$ cat config.mk
export PLATFORM = sky130hd
export DESIGN_NAME = fem_front
export DESIGN_NICKNAME = d
export VERILOG_FILES = /design/src/hw/rtl/fem_pkg.sv /design/src/hw/rtl/fem_front.sv
export SDC_FILE = /design/constraint.sdc
export NUM_CORES = 1
export LEC_CHECK = 0
export BUFFER_PORTS_ARGS = -buffer_cell sky130_fd_sc_hd__buf_2
export CORE_ASPECT_RATIO = 0.9
export CORE_UTILIZATION = 45
export DETAILED_ROUTE_END_ITERATION = 10
export GPL_TIMING_DRIVEN = 0
export PLACE_DENSITY = 0.75
export SLEW_MARGIN = 10
export SYNTH_ARGS = -nofsm -noshare
export SYNTH_HDL_FRONTEND = slang
export SYNTH_SLANG_ARGS = --single-unit
$ cat constraint.sdc
create_clock -name clk -period 7.1 [get_ports clk]
set_input_delay 0 -clock clk [delete_from_list [all_inputs] [get_ports clk]]
set_output_delay 0 -clock clk [all_outputs]
set_load 0.005 [all_outputs]
$ cat src/hw/rtl/fem_pkg.sv
// Shared types and constants for the file extent to block range mapper.
`default_nettype none
package fem_pkg;
  localparam int MaxChunks   = 1024;
  localparam int MaxResults  = 64;
  localparam int ChunkAw     = $clog2(MaxChunks);
  localparam int CountW      = ChunkAw + 1;
  localparam int ResAw       = $clog2(MaxResults);
  localparam int ResCntW     = ResAw + 1;

  localparam logic       OP_APPEND = 1'b0;
  localparam logic       OP_READ   = 1'b1;

  localparam logic [2:0] ST_OK      = 3'd0;
  localparam logic [2:0] ST_NEG_OFF = 3'd1;
  localparam logic [2:0] ST_NOTHING = 3'd2;
  localparam logic [2:0] ST_ZERO    = 3'd3;
  localparam logic [2:0] ST_TRUNC   = 3'd4;

  typedef struct packed {
    logic        operation;
    logic        first_chunk;
    logic        chunk_is_data;
    logic [31:0] chunk_block;
    logic [31:0] chunk_block_offset;
    logic [31:0] chunk_length;
    logic [47:0] start_offset;
    logic [31:0] read_size;
    logic [6:0]  max_ranges;
  } item_t;

  typedef struct packed {
    logic        is_data;
    logic [31:0] block;
    logic [32:0] offset;
    logic [31:0] size;
  } range_t;

  typedef struct packed {
    logic               go;
    logic [ResCntW-1:0] count;
    logic [2:0]         fin_status;
    logic               status_only;
  } emit_ctl_t;
endpackage
`default_nettype wire

$ cat src/hw/rtl/fem_front.sv
// Front queue: accepts request transactions and holds them for the walker.
`default_nettype none
module fem_front
  import fem_pkg::*;
(
  input  wire   clk,
  input  wire   rst_n,
  input  wire   push,
  output logic  full,
  input  item_t in_item,
  output logic  q_valid,
  input  wire   q_pop,
  output item_t q_item
);
  item_t       slot_r [2];
  logic        wp_r, rp_r;
  logic [1:0]  cnt_r;
  logic        do_push;
  logic        do_pop;

  assign full    = (cnt_r == 2'd2);
  assign q_valid = (cnt_r != 2'd0);
  assign q_item  = slot_r[rp_r];
  assign do_push = push && !full;
  assign do_pop  = q_pop && q_valid;

  always_ff @(posedge clk) begin
    if (do_push) begin
      slot_r[wp_r] <= in_item;
    end
  end

  always_ff @(posedge clk) begin
    if (!rst_n) begin
      wp_r  <= 1'b0;
      rp_r  <= 1'b0;
      cnt_r <= 2'd0;
    end else begin
      if (do_push) wp_r <= ~wp_r;
      if (do_pop) rp_r <= ~rp_r;
      unique case ({do_push, do_pop})
        2'b10:   cnt_r <= cnt_r + 2'd1;
        2'b01:   cnt_r <= cnt_r - 2'd1;
        default: cnt_r <= cnt_r;
      endcase
    end
  end
endmodule
`default_nettype wire

==> results of run 1 <==
-- synthesized netlist by cell type (all sizes together) --
cell type	count	area, µm²
edfxtp	372	11200
mux2	186	2090
buf	21	190
dfxtp	5	100
inv	3	11.3
xnor2	3	26.3
a21boi	2	15.0
nor2b	2	12.5
o21ai	2	10.0
or3	2	12.5
and2	1	6.26
and3	1	6.26
ha	1	12.5
nand2	1	3.75
nand2b	1	8.76
o21a	1	7.51
or2	1	6.26
-- sequential cells by signal (all words and copies together) (netlist names), named ones only --
signal / flops
wp_r: 1
cnt_r: 2
slot_r: 372
rp_r: 1
-- cell families (layout without fill, tap and decap cells) --
kind of cell	count (synthesis)	in the layout	share of synthesized area, %
adder cells (fa/ha/maj)	1	1	0.0914
flip-flops	377	377	82.3
buffers and inverters	24	660	1.47
AND/OR/NAND/NOR	9	9	0.411
other	0	2	0
AO/OA/AOI/OAI	5	5	0.238
multiplexers	186	186	15.3
XOR/XNOR	3	3	0.192
-- layer usage --
layer / vias up / GRT usage (%) / wire length [µm]
met1: 3874 / 22.1 / 11700
met2: 371 / 34.3 / 16000
met3: 54 / 5.55 / 2730
met5: - / 0 / 0
li1: 3635 / - / -
met4: 0 / 6.81 / 697
-- path summary, 6_finish.rpt --
| check | endpoint | slack [ns] | cells past startpoint |
|---|---|---|---|
| setup / recovery | slot_r[0][86] | 4.64 | 5 |
| hold reg to reg | wp_r | 0.50 | 2 |
| hold / removal | slot_r[1][107] | 0.21 | 2 |
| setup reg to reg | slot_r[0][86] | 4.64 | 5 |
-- layout make-up --
class | instances | area (µm²)
Sequential cell | 377 | 11300
Fill cell | 2069 | 10600
Timing Repair Buffer | 570 | 3880
Multi-Input combinational cell | 204 | 2230
Clock buffer | 51 | 1060
Tap cell | 403 | 504
Buffer | 21 | 190
Clock inverter | 15 | 120
Inverter | 3 | 18.8
Antenna cell | 2 | 5.00
-- metrics by stage --
stage                     setup WS, ns  instances  TNS [ns]  util (%)  hold slack [ns]
final                             4.64       1646         0      64.5            0.207
after global routing              4.49       1646         0      64.5            0.196
after CTS                         4.59       1644         0      64.5            0.177
after detailed placement          4.60       1389         0      54.2            0.191
after global placement          -0.710       1385   -127.92      53.8            0.187
after floorplan                   1.69        605         0         -           0.0989
-- critical path: cells and delay by family (launching register included) --
| kind | cells | cell delay (ns) |
|---|---|---|
| flip-flops | 1 | 0.40 |
| AND/OR/NAND/NOR | 2 | 0.59 |
| buffers and inverters | 3 | 0.95 |
-- where the power goes --
group	switching, W	internal (W)	leakage (nW)
Clock	0.000786	0.00112	0.578
Combinational	0.000787	0.000837	3.18
Sequential	0.0000700	0.00281	3.52
==> impl_metrics.csv, run 1 <==
group,metric,value,unit
clock_network,numCtsBuffers,38,
route,num_vias,7934,
pwr,power,0.00641,W
global_routing,grt_max_degree,95,
floorplan,die_x,186,µm
floorplan,rows,60,
layout,area_growth,40.8,%
layout,mostFrequentLayoutCells,"382 x buf_2, 372 x edfxtp_1, 189 x dlygate4sd3_1, 186 x mux2_2, 41 x clkbuf_16",
route,drtIter0Drc,364,
timing,hold_viol,0,
timing,skew,0.00792,ns
clock_network,cts.repair.resized,0,
setup_path,rr_startpoint,"cnt_r[0]",
pwr,vdd_drop_max,0.225,mV
clock_network,cts_buffer_depth,3,
placement,dpl_cell_area,16200,µm²
synth,yosysSeqAreaShare,82.3,%
synth,synthesis.area,13700,µm²
route,drc,0,
setup_path,slowest_delay,0.49,ns
layout,final_common_cell,"buf_2",
setup_path,crit_path_end_kind,"flip-flop",
global_routing,grt_pass1_wl,45500,µm
global_routing,overflow,0,
setup_path,startpoint_type,"flip-flop",
timing,slew_violations,0,
clock_network,clkSinkCount,377,
floorplan,die_height,167,µm
placement,portBuffers,377,
clock_network,cts_tree,"done",
floorplan,core-area,29900,µm²
synth,synth_seq_cells,377,
synth,syn_inst,605,
global_routing,antenna_found_initial,2,
timing,slew_headroom,51.2,%
hold_path,worst_hold_path_type,"in2reg",
timing,worst_pin_slew,0.732,ns
layout,fin_nets,1406,
synth,syn-num-nets,796,
clock_network,root_buffer,"clkbuf_16",
setup_path,crit_required,7.24,ns
run_status,outcome,"complete, no violations",
clock_network,cts_hold_buf,189,
timing,rsz0062_at_grt,"false",
setup_path,path_class,"reg2reg",
timing,min_period_over_period,34.7,%
synth,yosysWarnings,0,
route,ant_nets,0,
clock_network,htree_levels,2,
timing,setup_violations,0,
synth,synth_cell_types,20,
placement,dpl.hpwl,18500,µm
floorplan,io_pins,378,
floorplan,die_area,31100,µm²
pwr,leakagePower,7.28,nW
timing,fmax,406,MHz
route,drtPass1Iterations,4,
flow_run,max-cap-violations,0,
setup_path,path_cells,"nand2b_2 > inv_2 > or3_1 > inv_8 > buf_16",
placement,place.gp.congestion,0.730,
floorplan,initial_core_util,45.8,%
route,totalWireLength,31100,µm
route,wl_per_cell,18.9,µm
setup_path,startpoint,"cnt_r[0]",
synth,syn_area_per_cell,22.6,µm²
setup_path,worst-path-max-fanout,94,
hold_path,hp-start,"in_item[107]",
timing,fin_crit,2.46,ns
global_routing,grt_pass1_vias,8465,
clock_network,post_cts_buffers,0,
setup_path,crit_arrival,2.60,ns
clock_network,clk_pin_slew,0.06,ns
layout,drive_gt1_share,51.8,%
clock_network,insertion_delay,0.51,ns
route,detail_route.vias_per_cell,4.82,
layout,finalInstanceArea,19300,µm²
setup_path,slowest_stage,"inv_8",
global_routing,grt.total_usage,19.3,%
pwr,power.density,332,nW/µm²
Power figures use the tool's default switching activity.
==> run 2, diff against run 1 <==
Settings changed: PLACE_DENSITY 0.75 to 0.78.
Clock period 7.1 ns to 2 ns, I/O delays scaled along.
==> run 2 against run 1 <==
  * Die area unchanged
  * Core utilization increased by 0.63 points
  * Routed wire length increased by 7.0%
  * Highest routed layer unchanged
  * Non-clock buffer count increased by 6
  * Final cell count increased by 0.61%
  * Power increased to 3.6 times the previous value
  * Combinational power increased to 3.7 times the previous value
  * Design area increased by 0.98%
==> impl_metrics.csv, run 2 (synthesis results as in run 1) <==
group,metric,value,unit
run_status,outcome,"complete, no violations",
clock_network,cts_buffer_depth,3,
timing,setup_tns,0,ns
pwr,vdd_drop_max,0.846,mV
layout,multi_input_area,2240,µm²
setup_path,critPathMostFrequentCell,"buf_2",
global_routing,grt_pass1_vias,8959,
setup_path,r2r_end,"slot_r[0][83]",
timing,fin_crit,1.91,ns
clock_network,clk_pin_slew,0.06,ns
pwr,power.density,1190,nW/µm²
setup_path,crit_arrival,1.91,ns
timing,worst_pin_slew,0.656,ns
layout,drive_gt1_share,52.2,%
route,totalWireLength,33300,µm
layout,final_common_cell,"buf_2",
layout,largest_reg_flops,372,
setup_path,crit_required,2.00,ns
layout,fillCellCount,1976,
global_routing,grt_max_degree,58,
clock_network,insertion_delay,0.51,ns
floorplan,die_height,167,µm
route,ant_nets,0,
floorplan,rows,60,
setup_path,slowest_delay,0.38,ns
hold_path,worstHoldPathCells,2,
timing,setup_violations,0,
clock_network,clkSinkCount,377,
layout,finalInstanceArea,19500,µm²
timing,rsz0062_at_grt,"true",
pwr,leakagePower,7.35,nW
setup_path,rr_worst_depth,6,
route,drc,0,
timing,slew_violations,0,
global_routing,grt_pass1_wl,49200,µm
hold_path,worst_hold_path_type,"in2reg",
route,num_vias,8092,
timing,min_period_over_period,95.5,%
clock_network,numCtsBuffers,38,
setup_path,reg2reg_slack,0.09,ns
setup_path,crit_path_end_kind,"output pin",
route,detail_route.vias_per_cell,4.89,
placement,dpl.hpwl,19800,µm
floorplan,io_pins,378,
setup_path,startpoint_type,"flip-flop",
clock_network,htree_levels,2,
route,drtIter0Drc,380,
route,wl_per_cell,20.1,µm
setup_path,path_cells,"buf_2 > buf_6 > buf_4 > mux2_2 > buf_2",
hold_path,hp-start,"in_item[102]",
setup_path,slowest_stage,"mux2_2",
layout,mostFrequentLayoutCells,"382 x buf_2, 372 x edfxtp_1, 189 x dlygate4sd3_1, 186 x mux2_2, 41 x clkbuf_16",
layout,reg.largest.list,"slot_r x372, cnt_r x2",
hold_path,hold_end,"slot_r[1][102]",
floorplan,core-area,29900,µm²
setup_path,worst-path-max-fanout,10,
layout,fin_nets,1413,
timing,skew,0.0203,ns
floorplan,initial_core_util,45.8,%
layout,area_growth,42.2,%
placement,portBuffers,377,
placement,dpl_cell_area,16300,µm²
global_routing,grt.total_usage,21.1,%
route,drtPass1Iterations,4,
layout,ff_latch_area,11300,µm²
timing,hold_viol,0,
floorplan,die_x,186,µm
flow_run,max-cap-violations,0,
placement,place.gp.congestion,0.742,
layout,regMostFlops,"slot_r",
global_routing,antenna_found_initial,3,
setup_path,path_class,"reg2out",
global_routing,overflow,0,
clock_network,root_buffer,"clkbuf_16",
clock_network,cts_tree,"done",
setup_path,rr_startpoint,"cnt_r[0]",
timing,fmax,524,MHz
floorplan,die_area,31100,µm²
timing,slew_headroom,56.0,%
[run 2: changes by cell type in the layout (fill, tap and decap cells not counted), moves of 2 or more]
cell      previous run  this run
clkinv_2             6         4
buf_12               1         5
clkbuf_1            10        12
buf_16               3         5
[run 2: repair_timing]
item / CTS / global route
hold endpoints to repair: 377 / 0
hold buffers: 189 / 0
endpoints found under the setup margin: 160 / 40
setup buffers: 1 / 0
gates cloned: 1 / 0
resized for setup: 0 / 5
[run 2: power by group]
| group | switching, W | internal, W |
|---|---|---|
| Sequential | 0.000279 | 0.00996 |
| Clock | 0.00283 | 0.00413 |
| Combinational | 0.00293 | 0.00313 |
[run 2: cell type report]
class                           instances  share of cell area [%]
Timing Repair inverter                  1                  0.0257
Clock buffer                           53                    5.50
Clock inverter                         15                   0.765
Antenna cell                            3                  0.0386
Timing Repair Buffer                  576                    20.6
Inverter                                3                  0.0771
Tap cell                              403                    2.59
Sequential cell                       377                    57.9
Multi-Input combinational cell        204                    11.5
Buffer                                 21                    1.04
[run 2: how the worst max path moves through the flow]
stage,to,cells after the start,from,slack [ns]
after floorplan,slot_r[0][0],4,cnt_r[0],-1.80
after global placement,slot_r[0][109],4,cnt_r[0],-3.48
after detailed placement,slot_r[0][85],6,cnt_r[0],-0.29
after CTS,q_item[85],5,flip-flop,0.01
after global routing,q_item[142],5,flip-flop,-0.01
final,q_item[171],5,flip-flop,0.09
[run 2: per-stage QoR]
stage          hold slack (ns)  instances  util (%)  power, W  setup slack [ns]
2_1_floorplan           0.0989        605         -    0.0135             -1.80
3_5_place_dp             0.191       1394      54.6    0.0160            -0.292
6_report                 0.206       1656      65.2    0.0233            0.0907
3_3_place_gp             0.186       1385      53.9    0.0157             -3.48
4_1_cts                  0.186       1653      65.1    0.0232            0.0112
5_1_grt                  0.198       1656      65.2    0.0242           -0.0145
[run 2: critical path: cells and delay by family, from the launching register on]
kind,cells,cell delay [ns]
buf+inv,4,0.72
flops,1,0.30
mux,1,0.38
[run 2: per-layer routing]
metal	wire length [µm]	part of all wire (%)	GRT usage [%]	vias to the layer above
li1	-	-	-	3658
met1	12300	37	23.7	3978
met2	17100	51	37.6	396
met3	3100	9.3	6.63	60
met4	780	2.3	6.84	0
met5	0	0	0	-
